===== config.mk =====
export PLATFORM = sky130hd
export DESIGN_NAME = jpeg_frame_header_probe
export DESIGN_NICKNAME = d
export VERILOG_FILES = /design/src/sv/jfhp_pkg.sv /design/src/sv/jpeg_frame_header_probe.sv
export SDC_FILE = /design/constraint.sdc
export NUM_CORES = 1
export LEC_CHECK = 0
export ABC_AREA = 1
export BUFFER_PORTS_ARGS = -buffer_cell sky130_fd_sc_hd__buf_2
export CAP_MARGIN = 0
export CORE_UTILIZATION = 45
export CTS_CLUSTER_SIZE = 25
export DETAILED_ROUTE_END_ITERATION = 8
export PLACE_DENSITY = 0.62
export SLEW_MARGIN = 10
export SYNTH_ARGS = -nofsm -noshare
export SYNTH_HDL_FRONTEND = slang
export SYNTH_SLANG_ARGS = --single-unit

===== constraint.sdc =====
create_clock -name clock -period 4.6 [get_ports clock]
set_input_delay 0.46 -clock clock [delete_from_list [all_inputs] [get_ports clock]]
set_output_delay 0.46 -clock clock [all_outputs]
set_load 0.01 [all_outputs]

===== src/sv/jfhp_pkg.sv =====
// Shared definitions for the JPEG frame header probe: marker codes, status
// codes, register indexes and the frame-marker test.
// No dependencies.
package jfhp_pkg;

   // Marker bytes.
   localparam logic [7:0] MARKER_PREFIX = 8'hFF;
   localparam logic [7:0] MARKER_SOI    = 8'hD8;
   localparam logic [7:0] MARKER_TEM    = 8'h01;
   localparam logic [7:0] MARKER_RST_LO = 8'hD0;
   localparam logic [7:0] MARKER_RST_HI = 8'hD9;
   localparam logic [7:0] MARKER_SOF_LO = 8'hC0;
   localparam logic [7:0] MARKER_SOF_HI = 8'hCF;
   localparam logic [7:0] MARKER_DHT    = 8'hC4;
   localparam logic [7:0] MARKER_JPG    = 8'hC8;
   localparam logic [7:0] MARKER_DAC    = 8'hCC;
   localparam logic [7:0] MARKER_SOF2   = 8'hC2;
   localparam logic [7:0] MARKER_SOS    = 8'hDA;

   // Result status codes; STATUS_NONE means no result for this byte.
   typedef logic [2:0] status_type;
   localparam status_type STATUS_OK    = 3'd0;
   localparam status_type STATUS_SHORT = 3'd1;
   localparam status_type STATUS_NOHDR = 3'd2;
   localparam status_type STATUS_PROG  = 3'd3;
   localparam status_type STATUS_BIG   = 3'd4;
   localparam status_type STATUS_NONE  = 3'd7;

   // Configuration register indexes.
   typedef logic [0:0] csr_index_type;
   localparam csr_index_type CSR_MAX_WIDTH  = 1'b0;
   localparam csr_index_type CSR_MAX_HEIGHT = 1'b1;

   localparam logic [15:0] MAX_WIDTH_RESET  = 16'd1024;
   localparam logic [15:0] MAX_HEIGHT_RESET = 16'd1024;

   // Minimum segment lengths and the byte count below which a stream is short.
   localparam logic [15:0] SEG_LEN_MIN = 16'd2;
   localparam logic [15:0] SOF_LEN_MIN = 16'd8;
   localparam logic [2:0]  SHORT_LIMIT = 3'd4;

   // SOF markers are C0..CF except DHT, JPG and DAC.
   function automatic logic is_frame_marker(input logic [7:0] m);
      return (m >= MARKER_SOF_LO) && (m <= MARKER_SOF_HI) &&
             (m != MARKER_DHT) && (m != MARKER_JPG) && (m != MARKER_DAC);
   endfunction

   // Progressive frames: C2, C6, CA and CE share the low two bits 10.
   function automatic logic is_progressive(input logic [7:0] m);
      return (m[7:4] == MARKER_SOF2[7:4]) && (m[1:0] == MARKER_SOF2[1:0]);
   endfunction

endpackage


===== src/sv/jpeg_frame_header_probe.sv =====
// JPEG frame header probe: byte-wise marker parser that reports the first
// frame header's size and a status per stream.
// Depends on jfhp_pkg.
//
// Usage: a JPEG file enters one byte per transfer on the req_ channel, with
// req_last_byte set on its final byte. The block walks the marker structure
// (SOI check, fill bytes, standalone markers, length-counted segments) and
// gives exactly one transfer on the rsp_ channel per stream: a status and,
// when the status is ok, the width and height of the first frame header.
// Bytes after that result are dropped until the final byte of the stream,
// after which the parser starts over for the next file.
// Timing: one byte per cycle while the result register is not stalled. A byte
// is held in an input register and parsed from there; the result register is
// loaded at the edge that consumes that byte.
// Stall: while the result register is full and rsp_stall is high, the parser
// holds its byte and req_stall rises; no byte or result is lost.
// Reset (synchronous, active high) clears both channels, restores the parser
// to expect a start of image, and sets both size limits to 1024.
// The csr_ channel is always ready; index 0 writes max_width, index 1
// max_height. Write them only while no stream is in flight.
module jpeg_frame_header_probe
   import jfhp_pkg::*;
(
   input  logic          clock,
   input  logic          reset,
   input  logic          req_valid,
   output logic          req_stall,
   input  logic [7:0]    req_data_byte,
   input  logic          req_last_byte,
   output logic          rsp_valid,
   input  logic          rsp_stall,
   output logic [2:0]    rsp_status,
   output logic [15:0]   rsp_width,
   output logic [15:0]   rsp_height,
   input  logic          csr_valid,
   output logic          csr_ready,
   input  csr_index_type csr_index,
   input  logic [15:0]   csr_wdata
);

   typedef enum logic [3:0] {
      PH_SOI0, PH_SOI1, PH_SCAN, PH_MARK, PH_LENH, PH_LENL, PH_BODY, PH_PEND,
      PH_IGNORE
   } phase_type;

   // Configuration registers.
   logic [15:0] max_width_ff, max_height_ff;

   // Input register.
   logic        in_valid_ff;
   logic [7:0]  in_byte_ff;
   logic        in_last_ff;

   // Parser state.
   phase_type   phase_ff, phase_in;
   logic [2:0]  bytes_seen_ff, bytes_seen_in;
   logic [7:0]  marker_ff, marker_in;
   logic [15:0] seg_len_ff, seg_len_in;
   logic [15:0] seg_off_ff, seg_off_in;
   logic [15:0] frame_h_ff, frame_h_in;
   logic [15:0] frame_w_ff, frame_w_in;
   logic        prog_ff, prog_in;
   status_type  pending_ff, pending_in;

   // Result register.
   logic        rsp_valid_ff;
   status_type  rsp_status_ff, rsp_status_in;
   logic [15:0] rsp_width_ff, rsp_width_in;
   logic [15:0] rsp_height_ff, rsp_height_in;

   logic        out_free, parse_go, req_take, emit;
   status_type  outcome;

   // The result register can take a new result when it is empty or draining.
   assign out_free  = !rsp_valid_ff || !rsp_stall;
   assign parse_go  = in_valid_ff && out_free;
   assign req_stall = in_valid_ff && !out_free;
   assign req_take  = req_valid && !req_stall;
   assign csr_ready = 1'b1;

   assign rsp_valid  = rsp_valid_ff;
   assign rsp_status = rsp_status_ff;
   assign rsp_width  = rsp_width_ff;
   assign rsp_height = rsp_height_ff;

   // Per-byte parser step, applied to the byte in the input register.
   always_comb begin
      phase_in      = phase_ff;
      bytes_seen_in = bytes_seen_ff;
      marker_in     = marker_ff;
      seg_len_in    = seg_len_ff;
      seg_off_in    = seg_off_ff;
      frame_h_in    = frame_h_ff;
      frame_w_in    = frame_w_ff;
      prog_in       = prog_ff;
      pending_in    = pending_ff;
      outcome       = STATUS_NONE;
      emit          = 1'b0;
      rsp_status_in = STATUS_NONE;

      if (phase_ff != PH_IGNORE) begin
         if (bytes_seen_ff < SHORT_LIMIT) begin
            bytes_seen_in = bytes_seen_ff + 3'd1;
         end

         case (phase_ff)
            PH_PEND: begin
            end
            PH_SOI0: begin
               if (in_byte_ff == MARKER_PREFIX) phase_in = PH_SOI1;
               else outcome = STATUS_NOHDR;
            end
            PH_SOI1: begin
               if (in_byte_ff == MARKER_SOI) phase_in = PH_SCAN;
               else outcome = STATUS_NOHDR;
            end
            PH_SCAN: begin
               if (in_byte_ff == MARKER_PREFIX) phase_in = PH_MARK;
            end
            PH_MARK: begin
               if (in_byte_ff == MARKER_PREFIX) begin
                  // Fill byte: stay.
               end else if (in_byte_ff == MARKER_TEM ||
                            (in_byte_ff >= MARKER_RST_LO &&
                             in_byte_ff <= MARKER_RST_HI)) begin
                  phase_in = PH_SCAN;
               end else begin
                  marker_in = in_byte_ff;
                  phase_in  = PH_LENH;
               end
            end
            PH_LENH: begin
               seg_len_in = {in_byte_ff, 8'h00};
               phase_in   = PH_LENL;
            end
            PH_LENL: begin
               seg_len_in = {seg_len_ff[15:8], seg_len_ff[7:0] | in_byte_ff};
               seg_off_in = SEG_LEN_MIN;
               if (seg_len_in < SEG_LEN_MIN) begin
                  outcome = STATUS_NOHDR;
               end else if (is_frame_marker(marker_ff)) begin
                  if (seg_len_in < SOF_LEN_MIN) begin
                     outcome = STATUS_NOHDR;
                  end else begin
                     prog_in  = is_progressive(marker_ff);
                     phase_in = PH_BODY;
                  end
               end else if (marker_ff == MARKER_SOS) begin
                  outcome = STATUS_NOHDR;
               end else if (seg_len_in == SEG_LEN_MIN) begin
                  phase_in = PH_SCAN;
               end else begin
                  phase_in = PH_BODY;
               end
            end
            PH_BODY: begin
               if (is_frame_marker(marker_ff)) begin
                  case (seg_off_ff)
                     16'd3:   frame_h_in = {in_byte_ff, 8'h00};
                     16'd4:   frame_h_in = {frame_h_ff[15:8],
                                            frame_h_ff[7:0] | in_byte_ff};
                     16'd5:   frame_w_in = {in_byte_ff, 8'h00};
                     16'd6:   frame_w_in = {frame_w_ff[15:8],
                                            frame_w_ff[7:0] | in_byte_ff};
                     default: begin
                     end
                  endcase
               end
               seg_off_in = seg_off_ff + 16'd1;
               if (seg_off_in == seg_len_ff) begin
                  if (is_frame_marker(marker_ff)) begin
                     if (prog_ff) begin
                        outcome = STATUS_PROG;
                     end else if (frame_w_in == 16'd0 || frame_h_in == 16'd0 ||
                                  frame_w_in > max_width_ff ||
                                  frame_h_in > max_height_ff) begin
                        outcome = STATUS_BIG;
                     end else begin
                        outcome = STATUS_OK;
                     end
                  end else begin
                     phase_in = PH_SCAN;
                  end
               end
            end
            default: outcome = STATUS_NOHDR;
         endcase

         // A failure inside the first three bytes is held back: the stream may
         // still turn out too short.
         if (phase_ff == PH_PEND) begin
            if (bytes_seen_in[2]) begin
               emit = 1'b1;
               rsp_status_in = pending_ff;
            end else if (in_last_ff) begin
               emit = 1'b1;
               rsp_status_in = STATUS_SHORT;
            end
         end else if (outcome == STATUS_NOHDR && !bytes_seen_in[2]) begin
            if (in_last_ff) begin
               emit = 1'b1;
               rsp_status_in = STATUS_SHORT;
            end else begin
               pending_in = STATUS_NOHDR;
               phase_in   = PH_PEND;
            end
         end else if (outcome != STATUS_NONE) begin
            emit = 1'b1;
            rsp_status_in = outcome;
         end else if (in_last_ff) begin
            emit = 1'b1;
            rsp_status_in = bytes_seen_in[2] ? STATUS_NOHDR : STATUS_SHORT;
         end

         if (emit && !in_last_ff) begin
            phase_in = PH_IGNORE;
         end
      end

      rsp_width_in  = (rsp_status_in == STATUS_OK) ? frame_w_in : 16'd0;
      rsp_height_in = (rsp_status_in == STATUS_OK) ? frame_h_in : 16'd0;

      // The final byte of a stream always starts the next one afresh.
      if (in_last_ff && (emit || phase_ff == PH_IGNORE)) begin
         phase_in      = PH_SOI0;
         bytes_seen_in = 3'd0;
         marker_in     = 8'h00;
         seg_len_in    = 16'd0;
         seg_off_in    = 16'd0;
         frame_h_in    = 16'd0;
         frame_w_in    = 16'd0;
         prog_in       = 1'b0;
         pending_in    = STATUS_OK;
      end
   end

   always_ff @(posedge clock) begin
      if (reset) begin
         max_width_ff  <= MAX_WIDTH_RESET;
         max_height_ff <= MAX_HEIGHT_RESET;
         in_valid_ff   <= 1'b0;
         rsp_valid_ff  <= 1'b0;
         phase_ff      <= PH_SOI0;
         bytes_seen_ff <= 3'd0;
         marker_ff     <= 8'h00;
         seg_len_ff    <= 16'd0;
         seg_off_ff    <= 16'd0;
         frame_h_ff    <= 16'd0;
         frame_w_ff    <= 16'd0;
         prog_ff       <= 1'b0;
         pending_ff    <= STATUS_OK;
      end else begin
         if (csr_valid && csr_ready) begin
            case (csr_index)
               CSR_MAX_WIDTH:  max_width_ff  <= csr_wdata;
               CSR_MAX_HEIGHT: max_height_ff <= csr_wdata;
               default: begin
               end
            endcase
         end

         if (req_take) begin
            in_valid_ff <= 1'b1;
         end else if (parse_go) begin
            in_valid_ff <= 1'b0;
         end

         if (out_free) begin
            rsp_valid_ff <= parse_go && emit;
         end

         if (parse_go) begin
            phase_ff      <= phase_in;
            bytes_seen_ff <= bytes_seen_in;
            marker_ff     <= marker_in;
            seg_len_ff    <= seg_len_in;
            seg_off_ff    <= seg_off_in;
            frame_h_ff    <= frame_h_in;
            frame_w_ff    <= frame_w_in;
            prog_ff       <= prog_in;
            pending_ff    <= pending_in;
         end
      end
   end

   // Payload registers carry no reset.
   always_ff @(posedge clock) begin
      if (req_take) begin
         in_byte_ff <= req_data_byte;
         in_last_ff <= req_last_byte;
      end
      if (parse_go && emit) begin
         rsp_status_ff <= rsp_status_in;
         rsp_width_ff  <= rsp_width_in;
         rsp_height_ff <= rsp_height_in;
      end
   end

   // Sizes are reported only with an ok status.
   a_size_only_when_ok: assert property (@(posedge clock) disable iff (reset)
      rsp_valid && rsp_status != STATUS_OK |-> rsp_width == 16'd0 && rsp_height == 16'd0)
      else $error("size reported with a failing status");

   // A held-back failure only exists while fewer than four bytes are seen.
   a_pend_short: assert property (@(posedge clock) disable iff (reset)
      phase_ff == PH_PEND |-> !bytes_seen_ff[2])
      else $error("pending failure kept past four bytes");

   // A result that is not on the final byte mutes the rest of the stream.
   a_ignore_after_result: assert property (@(posedge clock) disable iff (reset)
      parse_go && emit && !in_last_ff |=> phase_ff == PH_IGNORE)
      else $error("parser did not enter ignore after a result");

   // A parsed byte never overwrites a result that is still stalled.
   a_no_overwrite: assert property (@(posedge clock) disable iff (reset)
      rsp_valid_ff && rsp_stall |-> !parse_go)
      else $error("byte parsed while result register is blocked");

endmodule

Yosys cells after proc, flatten, opt, wreduce, memory -nomap -nowiden
Index checks and enable logic that the tools add are counted.

word-level totals
  ROM bits = 0
  bits in latches = 0
  input bits = 31
  word-level logic and storage cells = 206
  memory bits (writable) = 0
  flip-flop bits (word level) = 161
  memories = 0

cells by class
  shift operators = 0
  $add $sub $neg = 2
  equal/unequal tests = 33
  divide/modulo/power cells = 0
  mux-type cells = 88
  magnitude comparators = 9
  reductions and logical operators = 50
  bitwise logic cells = 4
  multipliers = 0

operator list
  operator                                                  number
  2-to-1 mux 16 bit                                         16
  one-hot mux 16 bit (2 select lines)                       4
  2-to-1 mux 3 bit                                          29
  2-to-1 mux 4 bit                                          16
  equality test 16 x 3 -> 1 bit, second input constant      3
  2-to-1 mux 8 bit                                          5
  equality test 16 x 2 -> 1 bit, second input constant      2
  greater-than comparator 16 bit                            2
  zero test 16 bit                                          2
  one-hot mux 4 bit (7 select lines)                        1
  equality test 8 bit, second input constant                3
  inequality test 8 bit, second input constant              3
  OR 8 bit                                                  3
  adder 16 x 1 -> 16 bit, second input constant             1
  equality test 16 bit                                      1
  equality test 4 x 3 -> 1 bit, second input constant       4
  greater-or-equal comparator 8 bit, second input constant  2
  less-or-equal comparator 8 bit, second input constant     2
  < comparator 16 x 2 -> 1 bit, second input constant       1
  < comparator 16 x 4 -> 1 bit, second input constant       1
  nonzero test 2 bit                                        8
  2-to-1 mux 1 bit                                          15
  one-hot mux 3 bit (5 select lines)                        1
  logical AND 1 bit                                         13
  other kinds (25)                                          48

Logic depth before layout (Yosys ltp)
  depth after elaboration = 28
  gate-level depth with buffers = 33

Worst setup path after synthesis
OpenSTA, ideal clock, no wires.

  path kind = flip-flop to flip-flop
  from = register seg_off_ff[1]
  to = register rsp_height_ff[0], in the netlist rsp_height[0] (enable)
  arrival = 3400 ps
  setup time = 390 ps
  cell stages (with the launch flop) = 30
  clock period less this slack = 3790 ps
  path slack = 810 ps
  buffers on the path = 1
  cell sequence = dfxtp_1 inv_1 ha_1 inv_1 nor2_1 nand2_2 nor2_4 nand2_2 buf_6 nand2_1 nand2_2 ha_1 a21o_1 nand3_1 a21oi_1 nor3_1 nand2_1 nand2_1 nand2_1 inv_1 nand3_1 nand2_1 nand2_1 nand2_2 nand2_4 nand2_2 nand2_2 nand2_1 nand2_1 inv_1

on the way
  cells in the longest elaborated chain, start to end = 22
  elaborated cells on any way between the ends = 36
  classes of those cells = 1 x add/sub; 2 x order compare; 7 x eq/ne; 19 x mux; 7 x reduce/logical

RTL lines
  item                                                                                     RTL line                                                        text
  start, declared                                                                          jpeg_frame_header_probe.sv:59                                   logic [15:0] seg_off_ff, seg_off_in;
  start signal, assigned                                                                   jpeg_frame_header_probe.sv:277                                  seg_off_ff <= seg_off_in;
  parallel branches: the longest is 12 deep, another holds greater-than comparator 16 bit  -
  2-to-1 mux 3 bit *                                                                       jpeg_frame_header_probe.sv:170                                  if (seg_off_in == seg_len_ff) begin
  one-hot mux 3 bit (5 select lines) *                                                     jpeg_frame_header_probe.sv:106                                  case (phase_ff)
  2-to-1 mux 3 bit *                                                                       jpeg_frame_header_probe.sv:101                                  if (phase_ff != PH_IGNORE) begin
  inequality test 3 bit / equality test 3 x 2 -> 1 bit (equally long branches)             jpeg_frame_header_probe.sv:207, jpeg_frame_header_probe.sv:199
  2-to-1 mux 1 bit / logical AND 1 bit (equally long branches)                             jpeg_frame_header_probe.sv:207, jpeg_frame_header_probe.sv:199
  2-to-1 mux 1 bit *                                                                       jpeg_frame_header_probe.sv:199                                  end else if (outcome == STATUS_NOHDR && !bytes_seen_in[2]) begin
  2-to-1 mux 1 bit *                                                                       jpeg_frame_header_probe.sv:191                                  if (phase_ff == PH_PEND) begin
  2-to-1 mux 1 bit * (2 in a row)                                                          jpeg_frame_header_probe.sv:101
  logical AND 1 bit *                                                                      jpeg_frame_header_probe.sv:292                                  if (parse_go && emit) begin
  end signal, assigned                                                                     jpeg_frame_header_probe.sv:295                                  rsp_height_ff <= rsp_height_in;
  end, declared                                                                            jpeg_frame_header_probe.sv:69                                   logic [15:0] rsp_height_ff, rsp_height_in;

Every way passes the cells marked *. The select of a mux whose other input is x is not followed.
A chain may end at the register's enable or synchronous reset.

Worst setup path after layout
  from = register marker_ff[5]
  to = register rsp_height_ff[10], in the netlist rsp_height[10] (enable)

on the way
  cells in the longest elaborated chain, start to end = 25
  elaborated cells on any way between the ends = 41
  classes of those cells = 4 x order compare; 6 x eq/ne; 20 x mux; 11 x reduce/logical

RTL lines
  item                                                                                     RTL line                                                        text
  start, declared                                                                          jpeg_frame_header_probe.sv:57                                   logic [7:0] marker_ff, marker_in;
  start signal, assigned                                                                   jpeg_frame_header_probe.sv:275                                  marker_ff <= marker_in;
  parallel branches: the longest is 16 deep, another holds greater-than comparator 16 bit  -
  one-hot mux 3 bit (5 select lines) *                                                     jpeg_frame_header_probe.sv:106
  2-to-1 mux 3 bit *                                                                       jpeg_frame_header_probe.sv:101
  inequality test 3 bit / equality test 3 x 2 -> 1 bit (equally long branches)             jpeg_frame_header_probe.sv:207, jpeg_frame_header_probe.sv:199
  2-to-1 mux 1 bit / logical AND 1 bit (equally long branches)                             jpeg_frame_header_probe.sv:207, jpeg_frame_header_probe.sv:199
  2-to-1 mux 1 bit *                                                                       jpeg_frame_header_probe.sv:199
  2-to-1 mux 1 bit *                                                                       jpeg_frame_header_probe.sv:191
  2-to-1 mux 1 bit * (2 in a row)                                                          jpeg_frame_header_probe.sv:101
  logical AND 1 bit *                                                                      jpeg_frame_header_probe.sv:292

Marks and branches as above.

==> flow_summary.html <==
<table>
<tr><th>Metric</th><th>Value</th></tr>
<tr><th colspan="2">Logic synthesis</th></tr>
<tr><td>Synth Warn #</td><td>0</td></tr>
<tr><td>Share of the synthesized area in compound gates (AO/OA/AOI/OAI)</td><td>16.9%</td></tr>
<tr><td>Most instantiated cells after synthesis</td><td>sky130_fd_sc_hd__nand2_1, sky130_fd_sc_hd__inv_1, sky130_fd_sc_hd__nor2_1</td></tr>
<tr><td>Sequential fraction of the synthesis area</td><td>39.2%</td></tr>
<tr><td>Main combinational cell family by area after synthesis</td><td>simple AND/OR/NAND/NOR gates</td></tr>
<tr><td>Post-Synth Simple-Gate Area</td><td>28.0%</td></tr>
<tr><td>Avg Cell Area, Syn</td><td>6.99 um^2</td></tr>
<tr><td>Multiplexer area fraction after synthesis</td><td>0%</td></tr>
<tr><td>Yosys top cell area share</td><td>24.9%</td></tr>
<tr><td>Xor/xnor cell area share of the yosys netlist</td><td>0.284%</td></tr>
<tr><td>Net count after synthesis</td><td>1391</td></tr>
<tr><td>Dominant cell type by area after synthesis</td><td>sky130_fd_sc_hd__dfxtp_1</td></tr>
<tr><td>Number of enable flip-flop cells after synthesis</td><td>44</td></tr>
<tr><td>Library cells used by synthesis</td><td>45</td></tr>
<tr><td>Top cells by area in the synthesized netlist</td><td>sky130_fd_sc_hd__dfxtp_1, sky130_fd_sc_hd__edfxtp_1, sky130_fd_sc_hd__nand2_1, sky130_fd_sc_hd__inv_1, sky130_fd_sc_hd__nor2_1</td></tr>
<tr><td>Adder-cell area share of the yosys netlist</td><td>5.00%</td></tr>
<tr><td>Count leader, synth</td><td>sky130_fd_sc_hd__nand2_1</td></tr>
<tr><td>Synth Cell Area</td><td>9250 um^2</td></tr>
<tr><td>Dominant register cell in the synthesized netlist</td><td>sky130_fd_sc_hd__dfxtp_1</td></tr>
<tr><td>Synth async-reset ratio</td><td>0%</td></tr>
<tr><td>Cell count after synthesis</td><td>1323</td></tr>
<tr><td>Post-synthesis register bit count</td><td>159</td></tr>
<tr><th colspan="2">GRT</th></tr>
<tr><td>First-pass GRT wire length</td><td>41300 um</td></tr>
<tr><td>Antenna violations before repair</td><td>0</td></tr>
<tr><td>Overall fraction of global-route tracks in use</td><td>24.8%</td></tr>
<tr><td>Pin count of the biggest net entering global routing</td><td>62</td></tr>
<tr><td>Total congestion overflow after global routing</td><td>0</td></tr>
<tr><td>Number of global-route vias before repair</td><td>8189</td></tr>
<tr><th colspan="2">Clock network</th></tr>
<tr><td>Number of buffers created by CTS</td><td>17</td></tr>
<tr><td>Post-CTS Resized</td><td>0</td></tr>
<tr><td>Number of levels the H-tree was split into</td><td>4</td></tr>
<tr><td>CTS tree</td><td>built</td></tr>
<tr><td>Clock transition time at the flip-flop clock pins of the worst setup and hold paths</td><td>70 ps</td></tr>
<tr><td>Worst-case clock buffer depth</td><td>2</td></tr>
<tr><td>Number of buffers inserted to repair setup after CTS</td><td>0</td></tr>
<tr><td>Clock net sink count</td><td>159</td></tr>
<tr><td>Clock insertion delay at the later pin of the skew report</td><td>430 ps</td></tr>
<tr><td>CTS Hold Bufs</td><td>0</td></tr>
<tr><td>CTS Root Buffer Type</td><td>sky130_fd_sc_hd__clkbuf_16</td></tr>
<tr><th colspan="2">Timing</th></tr>
<tr><td>Final Hold Fails</td><td>0</td></tr>
<tr><td>Worst slew margin</td><td>28.6%</td></tr>
<tr><td>Setup repair after global routing missed its margin</td><td>no</td></tr>
<tr><td>Final Critical Period</td><td>4060 ps</td></tr>
<tr><td>Post-route setup TNS</td><td>0 ps</td></tr>
<tr><td>Final setup violation count</td><td>0</td></tr>
<tr><td>Final clock skew</td><td>11.9 ps</td></tr>
<tr><td>Transition at the pin with the smallest max-transition slack</td><td>1070 ps</td></tr>
<tr><td>Worst Hold Margin</td><td>207 ps</td></tr>
<tr><td>Final period util</td><td>88.2%</td></tr>
<tr><td>Highest Clock Rate</td><td>247 MHz</td></tr>
<tr><td>Max Slew Vio Count</td><td>0</td></tr>
<tr><th colspan="2">Floorplanning</th></tr>
<tr><td>Core area</td><td>20200 um^2</td></tr>
<tr><td>Number of top-level pins</td><td>69</td></tr>
<tr><td>Die Ht</td><td>145 um</td></tr>
<tr><td>Number of cell rows</td><td>52</td></tr>
<tr><td>Initial cell density of the core</td><td>45.9%</td></tr>
<tr><td>Die outline area</td><td>21100 um^2</td></tr>
<tr><td>Horizontal die dimension</td><td>145 um</td></tr>
<tr><th colspan="2">Drt</th></tr>
<tr><td>Final routed wire length divided by cell count</td><td>15.3 um</td></tr>
<tr><td>Number of violations reported at the end of detailed-routing iteration 0</td><td>529</td></tr>
<tr><td>Detailed-route DRC error count</td><td>0</td></tr>
<tr><td>Number of iterations in the first detailed-routing pass</td><td>5</td></tr>
<tr><td>Post-DRT Antenna Nets</td><td>0</td></tr>
<tr><td>Routed via count divided by cell count</td><td>5.20</td></tr>
<tr><td>Number of vias after detailed routing</td><td>8617</td></tr>
<tr><td>Wire length after detailed routing</td><td>25400 um</td></tr>
<tr><th colspan="2">Finish</th></tr>
<tr><td>Nets@finish</td><td>1441</td></tr>
<tr><td>Proportion of layout cells with a drive suffix above 1</td><td>12.6%</td></tr>
<tr><td>Count of inserted antenna diode cells</td><td>0</td></tr>
<tr><td>Layout fillers</td><td>2023</td></tr>
<tr><td>Final core utilization</td><td>51.4%</td></tr>
<tr><td>Register cell area after layout</td><td>3620 um^2</td></tr>
<tr><td>Layout area overhead</td><td>12.1%</td></tr>
<tr><td>Combined area of the multi-input logic cells</td><td>4640 um^2</td></tr>
<tr><th colspan="2">Setup path</th></tr>
<tr><td>Largest stage delay on the critical path</td><td>310 ps</td></tr>
<tr><td>Worst Path Class, Setup</td><td>flop to flop</td></tr>
<tr><td>Cell repeated most along the worst path</td><td>sky130_fd_sc_hd__nand2_1</td></tr>
<tr><td>Worst EP arrival</td><td>4180 ps</td></tr>
<tr><td>Sort of element at the start of the critical path</td><td>flop</td></tr>
<tr><td>Worst-path maximum fanout</td><td>35</td></tr>
<tr><td>Critical Path RT</td><td>4720 ps</td></tr>
<tr><td>FF-to-FF path depth</td><td>31</td></tr>
<tr><td>Slowest cell on the critical path</td><td>sky130_fd_sc_hd__dfxtp_1</td></tr>
<tr><td>Category of the worst setup path capture point</td><td>flop</td></tr>
<tr><th colspan="2">Run</th></tr>
<tr><td>Max cap viols</td><td>0</td></tr>
<tr><th colspan="2">Power and ir drop</th></tr>
<tr><td>Maximum resistive drop on vdd</td><td>0.222 mV</td></tr>
<tr><td>Static leakage</td><td>0.00464 uW</td></tr>
<tr><td>Power per standard cell area</td><td>312 nW/um^2</td></tr>
<tr><th colspan="2">Worst hold path</th></tr>
<tr><td>Kind of path behind the tightest hold check</td><td>input port to flop</td></tr>
<tr><td>Hold Path Cell Cnt</td><td>1</td></tr>
<tr><th colspan="2">Place</th></tr>
<tr><td>HPWL after detailed placement</td><td>19200 um</td></tr>
<tr><td># port buffers</td><td>67</td></tr>
<tr><td>Global placement routability congestion</td><td>0.876</td></tr>
<tr><th colspan="2">Outcome</th></tr>
<tr><td>Run status</td><td>completed</td></tr>
</table>
through the flow:
| stage | instances | instance area (um^2) | setup WS (ps) | total power (uW) |
|---|---|---|---|---|
| floorplan | 1323 | 9250 | 810 | 1790 |
| global placement | 1624 | 9810 | 629 | 1890 |
| detailed placement | 1624 | 9810 | 570 | 1890 |
| CTS | 1656 | 10400 | 538 | 3260 |
| global route | 1656 | 10400 | 147 | 3370 |
| finish | 1656 | 10400 | 544 | 3240 |
logic make-up after synthesis:
logic type,Yosys count
adders and majority gates,37
AOI/OAI and AO/OA,275
buffers and inverters,251
other,1
DFF,159
and+or+nand+nor,597
xor gates and xnor gates,3
registers in the layout, summed over array words and instances, names as in the netlist:
register       cells
in_last_ff         1
prog_ff            1
max_height_ff     16
rsp_status         3
pending_ff         1
frame_w_ff        16
max_width_ff      16
seg_len_ff        16
frame_h_ff        16
rsp_width         16
marker_ff          8
rsp_valid          1
bytes_seen_ff      3
phase_ff           4
in_byte_ff         8
in_valid_ff        1
rsp_height        16
seg_off_ff        16
layout make-up:
class	instances	share of cell area, %
clock inverter	14	1.29
multi-input combinational	913	44.7
clock buffer	18	4.14
sequential	159	34.9
inverter	204	7.39
timing repair buffer	78	4.27
tap	270	3.26
cell usage in the layout (no fill, tap or decap), drive strengths merged, types with 2 or more instances in the layout:
cell type  synthesis  layout
xor2               2       2
nand3             55      55
inv              200     205
nor3b              2       2
ha                37      37
dfxtp            115     115
or2                2       2
clkinvlp           0       4
o21bai             8       8
clkbuf            37      18
a21boi             2       2
nor2             200     200
a2bb2oi           15      15
nor4               4       4
buf               10      78
nand2            295     295
o21ai            106     106
nor3               8       8
a31oi              3       3
a21oi            100     100
a211oi            15      15
nand4             30      30
clkinv             4       8
edfxtp            44      44
o22ai             18      18
o211ai             4       4
final timing paths:
check | start | endpoint | slack [ps]
worst max-delay path | marker_ff[5] | rsp_height[10] | 540
worst min-delay path | req_data_byte[2] | in_byte_ff[2] | 210
worst max register to register | marker_ff[5] | rsp_height[10] | 540
worst min register to register | max_height_ff[12] | max_height_ff[12] | 460
report_power, final:
| group | total (uW) | internal, uW | switching (uW) | leakage (uW) |
|---|---|---|---|---|
| registers | 1530 | 1490 | 37.9 | 0.00137 |
| logic | 332 | 108 | 224 | 0.00301 |
| clock network | 1380 | 755 | 624 | 0.000266 |
worst max-delay path, delay by kind of cell, from the launching register on:
family | cells | cell delay [ps]
simple gates | 23 | 2490
flops | 1 | 310
fa+ha+maj | 1 | 270
compound gates | 1 | 80
buf+inv | 6 | 600
routing by layer:
metal / vias up / track usage, % / part of all wire [%]
li1: 4414 / - / -
met1: 3941 / 30.4 / 43
met2: 220 / 43.7 / 50
met3: 42 / 4.26 / 4.4
met4: 0 / 8.95 / 2.5
met5: - / 0 / 0
No activity file was read; power rests on OpenSTA's default activity.
